## src/sv/fp4wd_pkg.sv

```systemverilog
// Shared types, codes and decode functions for the FP4 weight row dot product.
// Used by the float unit, the remainder unit and the top level; depends on nothing.
package fp4wd_pkg;

  localparam int unsigned IDX_W  = 16;
  localparam int unsigned FP_W   = 32;
  localparam int unsigned CFG_IW = 3;

  localparam logic [CFG_IW-1:0] REG_ROW_LENGTH   = 3'd0;
  localparam logic [CFG_IW-1:0] REG_ROW_COUNT    = 3'd1;
  localparam logic [CFG_IW-1:0] REG_GRP_LEN      = 3'd2;
  localparam logic [CFG_IW-1:0] REG_TENSOR_SCALE = 3'd3;
  localparam logic [CFG_IW-1:0] REG_SCALES_EN    = 3'd4;

  localparam logic [FP_W-1:0] FP_ONE  = 32'h3F80_0000;
  localparam logic [FP_W-1:0] FP_NAN  = 32'h7FC0_0000;
  localparam logic [FP_W-1:0] FP_ZERO = 32'h0000_0000;

  typedef struct packed {
    logic            start;
    logic            op_add;
    logic [FP_W-1:0] a;
    logic [FP_W-1:0] b;
  } fpu_req_t;

  function automatic logic [FP_W-1:0] e2m1_decode(input logic [3:0] nib);
    logic [30:0] mag;
    case (nib[2:0])
      3'd0:    mag = 31'h0000_0000;
      3'd1:    mag = 31'h3F00_0000;
      3'd2:    mag = 31'h3F80_0000;
      3'd3:    mag = 31'h3FC0_0000;
      3'd4:    mag = 31'h4000_0000;
      3'd5:    mag = 31'h4040_0000;
      3'd6:    mag = 31'h4080_0000;
      3'd7:    mag = 31'h40C0_0000;
      default: mag = 31'h0000_0000;
    endcase
    return {nib[3], mag};
  endfunction

  function automatic logic [FP_W-1:0] e4m3_decode(input logic [7:0] u);
    logic [7:0]  ex;
    logic [22:0] fr;
    ex = 8'd0;
    fr = 23'd0;
    if (u[6:3] == 4'd0) begin
      case (u[2:0])
        3'd1:    begin ex = 8'd118; fr = 23'h000000; end
        3'd2:    begin ex = 8'd119; fr = 23'h000000; end
        3'd3:    begin ex = 8'd119; fr = 23'h400000; end
        3'd4:    begin ex = 8'd120; fr = 23'h000000; end
        3'd5:    begin ex = 8'd120; fr = 23'h200000; end
        3'd6:    begin ex = 8'd120; fr = 23'h400000; end
        3'd7:    begin ex = 8'd120; fr = 23'h600000; end
        default: begin ex = 8'd0;   fr = 23'h000000; end
      endcase
    end else if (u[6:3] == 4'hF && u[2:0] == 3'd7) begin
      ex = 8'd0;
      fr = 23'd0;
    end else begin
      ex = {4'd0, u[6:3]} + 8'd120;
      fr = {u[2:0], 20'd0};
    end
    return {u[7], ex, fr};
  endfunction

endpackage

```

## src/sv/fp4wd_rem.sv

```systemverilog
// Bit-serial restoring remainder unit: one quotient bit per cycle.
// Reports whether the dividend is a multiple of the divisor; uses fp4wd_pkg.
module fp4wd_rem (
  input  logic                          clk,
  input  logic                          rst,
  input  logic                          start,
  input  logic [fp4wd_pkg::IDX_W-1:0]   dividend,
  input  logic [fp4wd_pkg::IDX_W-1:0]   divisor,
  output logic                          done,
  output logic                          is_zero
);

  logic                          busy;
  logic [4:0]                    count;
  logic [fp4wd_pkg::IDX_W-1:0]   dvd;
  logic [fp4wd_pkg::IDX_W-1:0]   dsr;
  logic [fp4wd_pkg::IDX_W:0]     rem;
  logic [fp4wd_pkg::IDX_W:0]     trial;

  always_comb begin
    trial = {rem[fp4wd_pkg::IDX_W-1:0], dvd[fp4wd_pkg::IDX_W-1]};
    if (trial >= {1'b0, dsr}) begin
      trial = trial - {1'b0, dsr};
    end
  end

  assign is_zero = (rem == '0);

  always_ff @(posedge clk) begin
    if (rst) begin
      busy  <= 1'b0;
      done  <= 1'b0;
      count <= '0;
      dvd   <= '0;
      dsr   <= '0;
      rem   <= '0;
    end else begin
      done <= 1'b0;
      if (start) begin
        busy  <= 1'b1;
        count <= '0;
        dvd   <= dividend;
        dsr   <= divisor;
        rem   <= '0;
      end else if (busy) begin
        rem   <= trial;
        dvd   <= {dvd[fp4wd_pkg::IDX_W-2:0], 1'b0};
        count <= count + 5'd1;
        if (count == 5'(fp4wd_pkg::IDX_W - 1)) begin
          busy <= 1'b0;
          done <= 1'b1;
        end
      end
    end
  end

endmodule

```

## src/sv/fp4wd_fpu.sv

```systemverilog
// Shared float32 multiply/add unit, round to nearest even.
// The first stage forms the raw product or aligned sum; the second normalizes and rounds.
module fp4wd_fpu (
  input  logic                        clk,
  input  logic                        rst,
  input  fp4wd_pkg::fpu_req_t         req,
  output logic                        done,
  output logic [fp4wd_pkg::FP_W-1:0]  result
);

  logic               v1;
  logic               s1_nan;
  logic               s1_inf;
  logic               s1_sign;
  logic signed [11:0] s1_exp;
  logic [47:0]        s1_man;

  logic               c_nan;
  logic               c_inf;
  logic               c_sign;
  logic signed [11:0] c_exp;
  logic [47:0]        c_man;

  function automatic logic [5:0] lzc48(input logic [47:0] m);
    logic [5:0] n;
    n = 6'd48;
    for (int i = 0; i < 48; i++) begin
      if (m[i]) begin
        n = 6'(47 - i);
      end
    end
    return n;
  endfunction

  function automatic logic [31:0] pack(input logic sgn, input logic signed [11:0] ex,
                                       input logic [47:0] m);
    logic [5:0]         lz;
    logic [47:0]        mn;
    logic signed [11:0] e;
    logic [11:0]        sh;
    logic [47:0]        mask;
    logic [24:0]        mant;
    logic [7:0]         expf;
    lz   = lzc48(m);
    mn   = m << lz;
    e    = ex - $signed({6'd0, lz});
    sh   = '0;
    mask = '0;
    if (e <= 0) begin
      sh = 12'd1 - e;
      if (sh > 12'd49) begin
        sh = 12'd49;
      end
      mask = ~({48{1'b1}} << sh);
      mn   = (mn >> sh) | {47'd0, |(mn & mask)};
      e    = 12'sd1;
    end
    mant = {1'b0, mn[47:24]};
    if (mn[23] && ((|mn[22:0]) || mn[24])) begin
      mant = mant + 25'd1;
    end
    if (mant[24]) begin
      mant = mant >> 1;
      e    = e + 12'sd1;
    end
    expf = mant[23] ? e[7:0] : 8'd0;
    if (m == '0) begin
      return {sgn, 31'd0};
    end else if (e >= 12'sd255) begin
      return {sgn, 8'hFF, 23'd0};
    end else begin
      return {sgn, expf, mant[22:0]};
    end
  endfunction

  always_comb begin
    logic        sa, sb;
    logic [7:0]  ea, eb;
    logic [22:0] fa, fb;
    logic        a_nan, b_nan, a_inf, b_inf, a_zero, b_zero;
    logic [23:0] ma, mb;
    logic [7:0]  eea, eeb;
    logic        a_big;
    logic [26:0] m_big, m_sml;
    logic [7:0]  e_big, e_sml, d;
    logic [26:0] shifted;
    logic [26:0] lostmask;
    logic [27:0] sum;
    sa = req.a[31];
    sb = req.b[31];
    ea = req.a[30:23];
    eb = req.b[30:23];
    fa = req.a[22:0];
    fb = req.b[22:0];
    a_nan  = (ea == 8'hFF) && (fa != '0);
    b_nan  = (eb == 8'hFF) && (fb != '0);
    a_inf  = (ea == 8'hFF) && (fa == '0);
    b_inf  = (eb == 8'hFF) && (fb == '0);
    a_zero = (ea == 8'h00) && (fa == '0);
    b_zero = (eb == 8'h00) && (fb == '0);
    ma  = {|ea, fa};
    mb  = {|eb, fb};
    eea = (ea == 8'h00) ? 8'd1 : ea;
    eeb = (eb == 8'h00) ? 8'd1 : eb;
    a_big    = (req.a[30:0] >= req.b[30:0]);
    m_big    = a_big ? {ma, 3'b000} : {mb, 3'b000};
    m_sml    = a_big ? {mb, 3'b000} : {ma, 3'b000};
    e_big    = a_big ? eea : eeb;
    e_sml    = a_big ? eeb : eea;
    d        = e_big - e_sml;
    shifted  = '0;
    lostmask = '0;
    sum      = '0;
    if (req.op_add) begin
      c_nan  = a_nan || b_nan || (a_inf && b_inf && (sa != sb));
      c_inf  = a_inf || b_inf;
      c_sign = a_inf ? sa : (b_inf ? sb : (a_big ? sa : sb));
      if (d >= 8'd27) begin
        shifted = {26'd0, |m_sml};
      end else begin
        lostmask = ~({27{1'b1}} << d);
        shifted  = (m_sml >> d) | {26'd0, |(m_sml & lostmask)};
      end
      if (sa == sb) begin
        sum = {1'b0, m_big} + {1'b0, shifted};
      end else begin
        sum = {1'b0, m_big} - {1'b0, shifted};
      end
      if (sum == '0) begin
        c_sign = sa & sb;
      end
      c_exp = $signed({4'd0, e_big}) + 12'sd1;
      c_man = {sum, 20'd0};
    end else begin
      c_nan  = a_nan || b_nan || (a_inf && b_zero) || (b_inf && a_zero);
      c_inf  = a_inf || b_inf;
      c_sign = sa ^ sb;
      c_exp  = $signed({4'd0, eea}) + $signed({4'd0, eeb}) - 12'sd126;
      c_man  = (a_zero || b_zero) ? 48'd0 : (ma * mb);
    end
  end

  always_ff @(posedge clk) begin
    if (rst) begin
      v1 <= 1'b0;
    end else begin
      v1 <= req.start;
    end
  end

  always_ff @(posedge clk) begin
    if (req.start) begin
      s1_nan  <= c_nan;
      s1_inf  <= c_inf;
      s1_sign <= c_sign;
      s1_exp  <= c_exp;
      s1_man  <= c_man;
    end
  end

  assign done   = v1;
  assign result = s1_nan ? fp4wd_pkg::FP_NAN :
                  (s1_inf ? {s1_sign, 8'hFF, 23'd0} : pack(s1_sign, s1_exp, s1_man));

endmodule

```

## src/sv/fp4_weight_row_dot_product.sv

```systemverilog
// Top level of the FP4 weight row dot product: sequencer, state and stream ports.
// Instantiates fp4wd_rem and fp4wd_fpu; uses fp4wd_pkg.
//
// Each request on the s_axis channel carries one matrix element: a float32
// activation, the packed weight byte and the FP8 E4M3 scale byte. After the
// last element of a row, one request on the m_axis channel carries the float32
// row sum (forced to +0 when it is infinite or NaN) and the row number.
// Registers are written on the cfg channel, which is always ready.
// An element passes from its acceptance through the bit-serial remainder unit
// that finds group starts, then four float operations on the single shared
// multiply/add unit, then a bookkeeping state before the next acceptance.
// With per-group scales off the first multiply is skipped.
// s_axis_tready is high only while the block is idle. A finished row sum sits
// in the output register; the block keeps taking elements while it waits and
// stalls only when a second row sum is ready before the first is taken.
// Reset clears the sum, element and row counters and loads the register
// defaults; the block is ready in the cycle after reset is released.
module fp4_weight_row_dot_product #(
  parameter int unsigned DEFAULT_GROUP = 16
) (
  input  logic        clk,
  input  logic        rst,
  input  logic        s_axis_tvalid,
  output logic        s_axis_tready,
  input  logic [47:0] s_axis_tdata,   // activation[31:0], weight_byte[39:32], scale_byte[47:40]
  output logic        m_axis_tvalid,
  input  logic        m_axis_tready,
  output logic [47:0] m_axis_tdata,   // row_sum[31:0], row_number[47:32]
  input  logic        cfg_valid,
  output logic        cfg_ready,
  input  logic [2:0]  cfg_index,
  input  logic [31:0] cfg_data
);

  localparam logic [2:0] ST_IDLE  = 3'd0;
  localparam logic [2:0] ST_MOD   = 3'd1;
  localparam logic [2:0] ST_ISSUE = 3'd2;
  localparam logic [2:0] ST_WAIT  = 3'd3;
  localparam logic [2:0] ST_EMIT  = 3'd4;

  logic [2:0]  state;
  logic [15:0] row_length;
  logic [15:0] row_count;
  logic [15:0] grp_len;
  logic [31:0] tensor_scale;
  logic        scales_enabled;

  logic [31:0] accumulator;
  logic [15:0] element_index;
  logic [15:0] current_row;
  logic [31:0] group_scale;
  logic [31:0] operand;
  logic [1:0]  step;
  logic [31:0] act;
  logic [7:0]  wbyte;
  logic [7:0]  sbyte;

  logic [31:0] row_sum;
  logic [15:0] row_number;

  logic        accept;
  logic        rem_done;
  logic        rem_zero;
  logic [15:0] gs;
  logic        fpu_done;
  logic [31:0] fpu_result;
  logic [3:0]  nib;
  logic [15:0] index_next;
  logic [16:0] row_inc;
  logic        slot_busy;
  logic        emit_now;
  fp4wd_pkg::fpu_req_t fpu_req;

  assign accept        = s_axis_tvalid && s_axis_tready;
  assign s_axis_tready = (state == ST_IDLE);
  assign cfg_ready     = 1'b1;
  assign m_axis_tdata  = {row_number, row_sum};
  assign gs            = (grp_len == '0) ? DEFAULT_GROUP[15:0] : grp_len;
  assign nib           = element_index[0] ? wbyte[7:4] : wbyte[3:0];
  assign index_next    = element_index + 16'd1;
  assign row_inc       = {1'b0, current_row} + 17'd1;
  assign slot_busy     = m_axis_tvalid && !m_axis_tready;
  assign emit_now      = (state == ST_EMIT) && !(index_next < row_length) && !slot_busy;

  always_comb begin
    fpu_req.start  = (state == ST_ISSUE);
    fpu_req.op_add = 1'b0;
    fpu_req.a      = tensor_scale;
    fpu_req.b      = group_scale;
    case (step)
      2'd0: begin
        fpu_req.a = tensor_scale;
        fpu_req.b = group_scale;
      end
      2'd1: begin
        fpu_req.a = fp4wd_pkg::e2m1_decode(nib);
        fpu_req.b = operand;
      end
      2'd2: begin
        fpu_req.a = act;
        fpu_req.b = operand;
      end
      2'd3: begin
        fpu_req.op_add = 1'b1;
        fpu_req.a      = accumulator;
        fpu_req.b      = operand;
      end
      default: begin
        fpu_req.a = tensor_scale;
      end
    endcase
  end

  fp4wd_rem u_rem (
    .clk      (clk),
    .rst      (rst),
    .start    (accept),
    .dividend (element_index),
    .divisor  (gs),
    .done     (rem_done),
    .is_zero  (rem_zero)
  );

  fp4wd_fpu u_fpu (
    .clk    (clk),
    .rst    (rst),
    .req    (fpu_req),
    .done   (fpu_done),
    .result (fpu_result)
  );

  always_ff @(posedge clk) begin
    if (rst) begin
      row_length     <= 16'd16;
      row_count      <= 16'd1;
      grp_len        <= 16'd16;
      tensor_scale   <= fp4wd_pkg::FP_ONE;
      scales_enabled <= 1'b1;
    end else if (cfg_valid && cfg_ready) begin
      case (cfg_index)
        fp4wd_pkg::REG_ROW_LENGTH:   row_length     <= cfg_data[15:0];
        fp4wd_pkg::REG_ROW_COUNT:    row_count      <= cfg_data[15:0];
        fp4wd_pkg::REG_GRP_LEN:      grp_len        <= cfg_data[15:0];
        fp4wd_pkg::REG_TENSOR_SCALE: tensor_scale   <= cfg_data;
        fp4wd_pkg::REG_SCALES_EN:    scales_enabled <= cfg_data[0];
        default: begin
        end
      endcase
    end
  end

  always_ff @(posedge clk) begin
    if (rst) begin
      state         <= ST_IDLE;
      accumulator   <= fp4wd_pkg::FP_ZERO;
      element_index <= '0;
      current_row   <= '0;
      group_scale   <= fp4wd_pkg::FP_ZERO;
      step          <= '0;
      m_axis_tvalid <= 1'b0;
    end else begin
      if (emit_now) begin
        m_axis_tvalid <= 1'b1;
      end else if (m_axis_tvalid && m_axis_tready) begin
        m_axis_tvalid <= 1'b0;
      end
      case (state)
        ST_IDLE: begin
          if (accept) begin
            state <= ST_MOD;
          end
        end
        ST_MOD: begin
          if (rem_done) begin
            if (rem_zero) begin
              group_scale <= fp4wd_pkg::e4m3_decode(sbyte);
            end
            step  <= scales_enabled ? 2'd0 : 2'd1;
            state <= ST_ISSUE;
          end
        end
        ST_ISSUE: begin
          state <= ST_WAIT;
        end
        ST_WAIT: begin
          if (fpu_done) begin
            if (step == 2'd3) begin
              accumulator <= fpu_result;
              state       <= ST_EMIT;
            end else begin
              step  <= step + 2'd1;
              state <= ST_ISSUE;
            end
          end
        end
        ST_EMIT: begin
          if (index_next < row_length) begin
            element_index <= index_next;
            state         <= ST_IDLE;
          end else if (!slot_busy) begin
            accumulator   <= fp4wd_pkg::FP_ZERO;
            element_index <= '0;
            current_row   <= (row_inc >= {1'b0, row_count}) ? 16'd0 : row_inc[15:0];
            state         <= ST_IDLE;
          end
        end
        default: begin
          state <= ST_IDLE;
        end
      endcase
    end
  end

  always_ff @(posedge clk) begin
    if (accept) begin
      act   <= s_axis_tdata[31:0];
      wbyte <= s_axis_tdata[39:32];
      sbyte <= s_axis_tdata[47:40];
    end
    if (state == ST_MOD && rem_done && !scales_enabled) begin
      operand <= tensor_scale;
    end else if (state == ST_WAIT && fpu_done && step != 2'd3) begin
      operand <= fpu_result;
    end
    if (emit_now) begin
      row_sum    <= (accumulator[30:23] == 8'hFF) ? fp4wd_pkg::FP_ZERO : accumulator;
      row_number <= current_row;
    end
  end

endmodule

```

## config.mk

```make
export PLATFORM = sky130hd
export DESIGN_NAME = fp4_weight_row_dot_product
export DESIGN_NICKNAME = d
export VERILOG_FILES = /design/src/sv/fp4wd_pkg.sv /design/src/sv/fp4wd_rem.sv /design/src/sv/fp4wd_fpu.sv /design/src/sv/fp4_weight_row_dot_product.sv
export SDC_FILE = /design/constraint.sdc
export NUM_CORES = 2
export LEC_CHECK = 0
export BUFFER_PORTS_ARGS = -buffer_cell sky130_fd_sc_hd__buf_4
export CAP_MARGIN = 25
export CORE_MARGIN = 10
export CORE_UTILIZATION = 55
export CTS_CLUSTER_SIZE = 24
export DETAILED_ROUTE_END_ITERATION = 10
export GPL_TIMING_DRIVEN = 0
export PLACE_DENSITY = 0.72
export RECOVER_POWER = 25
export SLEW_MARGIN = 10
export SYNTH_ARGS = -nofsm -noshare
export SYNTH_HDL_FRONTEND = slang
export SYNTH_SLANG_ARGS = --single-unit
export TNS_END_PERCENT = 100
```

## constraint.sdc

```tcl
create_clock -name clk -period 16.83 [get_ports clk]
set_input_delay 3.366 -clock clk [delete_from_list [all_inputs] [get_ports clk]]
set_output_delay 3.366 -clock clk [all_outputs]
set_load 0.05 [all_outputs]
```

==> run metrics <==
endpoints failing setup 0; count leader, synth nand2_1; Post-synth EDFFs 191; CP max-delay cell a22o_1; sw power 0.000648 W; outcome complete, but fails checks; Slew HR -0.0807; Final WS setup 465 ps; maximum net fanout on the critical path 19; ratio of cells with drive above 1 in the final layout 0.0763; CTS tree yes; R2R depth 57; Synth top cells by count nand2_1, inv_1, nor2_1; fin crit share 0.972; Seq/Total Area, Yosys 0.187; Sink Count 409; critical path type reg2reg; Fin. Hold Viols 0; Logic pwr share 0.132; gr usage total 0.442; initial antenna violation count 7; hold path depth 2; Die Y 333 um; FF+latch area 0.0101 mm2; Reg2Reg Launch Point step[0]; DR vias/cell 6.98; # Post-CTS Setup Buffers 0; Post-Syn Instances 6,626; final non-filler cell total 8,145; post-synthesis mux area share 0.0470; Synth area leaders fa_1, edfxtp_1, dfxtp_1, ha_1, nand2_1; vias post-DR 56,885; synthesized-area fraction occupied by adder cells 0.257; number of CTS-inserted buffers 41; ANT nets after route 0; Residual DRC 0; share of the synthesized area in the top cell type 0.180; CP required 17,200 ps; placed cell area 0.0569 mm2; CORE AREA 0.0970 mm2; I/O Pins 139; post-synthesis register bit count 409; DR pass1 iterations 11; Critical Path Sink Type register; power per cell area 40.3 mW/mm2; Clk pwr share 0.413; worst-skew pair later-pin latency 610 ps; compound-cell area share of the yosys netlist 0.195; largest net degree at the start of global routing 34; pre-CTS setup slack -934 ps; clk_skew 50.6 ps; failing checks max-capacitance violations, max-slew violations; Slew @ Worst Pin 1620 ps; H-tree levels 2; Internal Dissipation 0.00171 W; Placer Congestion 1.09; multi-input combinational cell area 0.0397 mm2; YS warnings 0; Worst EP arrival 16,740 ps; Finished Cell Area 0.0583 mm2; switching fraction of total power 0.275; initial DRC count 8,586; full die area 0.111 mm2; sequential power share 0.455; CP dominant cell by count a21oi_1; dpl cells 8,066; WL final 256,000 um; hold path startpoint row_count[1]; nets 7,738; Hold Path Sink row_count[1]; # fillers 8,395; CP Launch Type register; RSZ-0062 raised after global routing false; vias in the first global route 55,010; drt wl/cell 31.4 um; Tot Pwr 0.00235 W; crit-path max cell delay 690 ps; worst vdd ir 0.000117 V; Max-Cap Viols 1; Leak 23.7 nW; die width 333 um; post-synthesis xor/xnor area fraction 0.0271; first-pass GRT wire length 369,000 um; area leader, netlist fa_1; IO buf count 137; Synth cell types 122; mapped cell area 0.0540 mm2; Avg Cell Area, Syn 8.15 um2; Synth Flop Type dfxtp_1; Overflow after GRT 0; P&R area growth vs syn 8.07%; Post-Syn Nets 7,529; largest family of logic cells by synthesized area adder cells; Slew Limit Fails 7; placed wire-length estimate 204,000 um; initial core utilization 0.557; reg2reg end u_fpu.s1_sign; crit path time final 16,370 ps; fmax 61.1 MHz; Post-synth ARST share 0; worst hold path class reg2reg; clock-pin slew on the worst setup and hold paths 70 ps; fraction of the mapped netlist area in simple logic gates 0.208; Clock Path Buffers 3; R2R Setup Slk 460 ps; CTS root buf clkbuf_16; Row Count 114
sequential cells by signal (all words and copies together), names as in the netlist, 16 cells and up:
| name | count |
|---|---|
| row_sum | 32 |
| row_count | 16 |
| row_number | 16 |
| act | 32 |
| accumulator | 32 |
| u_rem.rem | 17 |
| current_row | 16 |
| u_rem.dvd | 16 |
| operand | 32 |
| grp_len | 16 |
| element_index | 16 |
| tensor_scale | 32 |
| u_fpu.s1_man | 48 |
| u_rem.dsr | 16 |
| row_length | 16 |
cell families after synthesis:
family          count (synthesis)
compound gates               1518
xor+xnor                      167
fa+ha+maj                     816
buf+inv                      1078
flops                         409
mux                           211
other cells                     1
simple gates                 2426
worst max path at each step:
stage,depth (start not counted),endpoint,from
after CTS,61,u_fpu.s1_sign,step[0]
final,57,u_fpu.s1_sign,step[0]
after global routing,58,u_fpu.s1_sign,step[0]
after floorplan,61,u_fpu.s1_sign,step[0]
after detailed placement,61,u_fpu.s1_sign,step[0]
after global placement,61,u_fpu.s1_sign,step[0]
timing repair:
item                                    4_1_cts  5_1_grt
pin swaps                                     0        0
hold buffers                                  0        0
endpoints found under the setup margin        7        8
resized for setup                             7       36
power by group through the flow:
stage / registers, W / clock network (W) / logic (W)
6_report: 0.00107 / 0.000972 / 0.000311
3_5_place_dp: 0.00109 / 0 / 0.000295
3_3_place_gp: 0.00109 / 0 / 0.000286
2_1_floorplan: 0.00108 / 0 / 0.000201
5_1_grt: 0.00107 / 0.00100 / 0.000333
4_1_cts: 0.00107 / 0.000966 / 0.000299
cell type report:
class | instances | share of cell area
clock inverters | 20 | 0.00416
clock buffers | 56 | 0.0199
diodes | 1 | 0.0000429
flip-flops and latches | 409 | 0.173
inverters | 669 | 0.0431
repair buffers | 171 | 0.0216
plain buffers | 404 | 0.0304
well taps | 1276 | 0.0274
multi-input cells | 5139 | 0.680
worst max-delay path, delay by kind of cell, from the launching register on:
family                     cells  cell delay (ps)
buffers and inverters         11             3930
DFF                            1              450
and+or+nand+nor               11             2910
muxes                          2              450
xor gates and xnor gates       2              350
AOI/OAI and AO/OA             26             6460
adders and majority gates      5             1520
layer usage:
layer,up-vias,track usage,part of all wire
met5,-,0,0.00025
met4,10,0.312,0.091
met3,1282,0.126,0.13
met2,4794,0.675,0.43
met1,27206,0.536,0.35
li1,23593,-,-
metrics by stage:
stage | setup TNS, ps | utilization | hold WS (ps)
after detailed placement | -2060 | 0.587 | 447
after floorplan | 0 | - | 433
after global placement | -3440 | 0.584 | 443
after global routing | 0 | 0.602 | 479
final | 0 | 0.602 | 455
after CTS | 0 | 0.601 | 456
cell usage in the layout (no fill, tap or decap), types with 118 or more instances in the layout:
master    instances
nand2_1         946
dfxtp_1         218
nor2_1          621
nor3_1          118
clkbuf_1        301
mux2i_1         131
o21ai_0         251
fa_1            486
nand3_1         154
edfxtp_1        191
a21oi_1         372
inv_1           656
ha_1            329
Note: power is estimated with default switching activity, not from simulation.
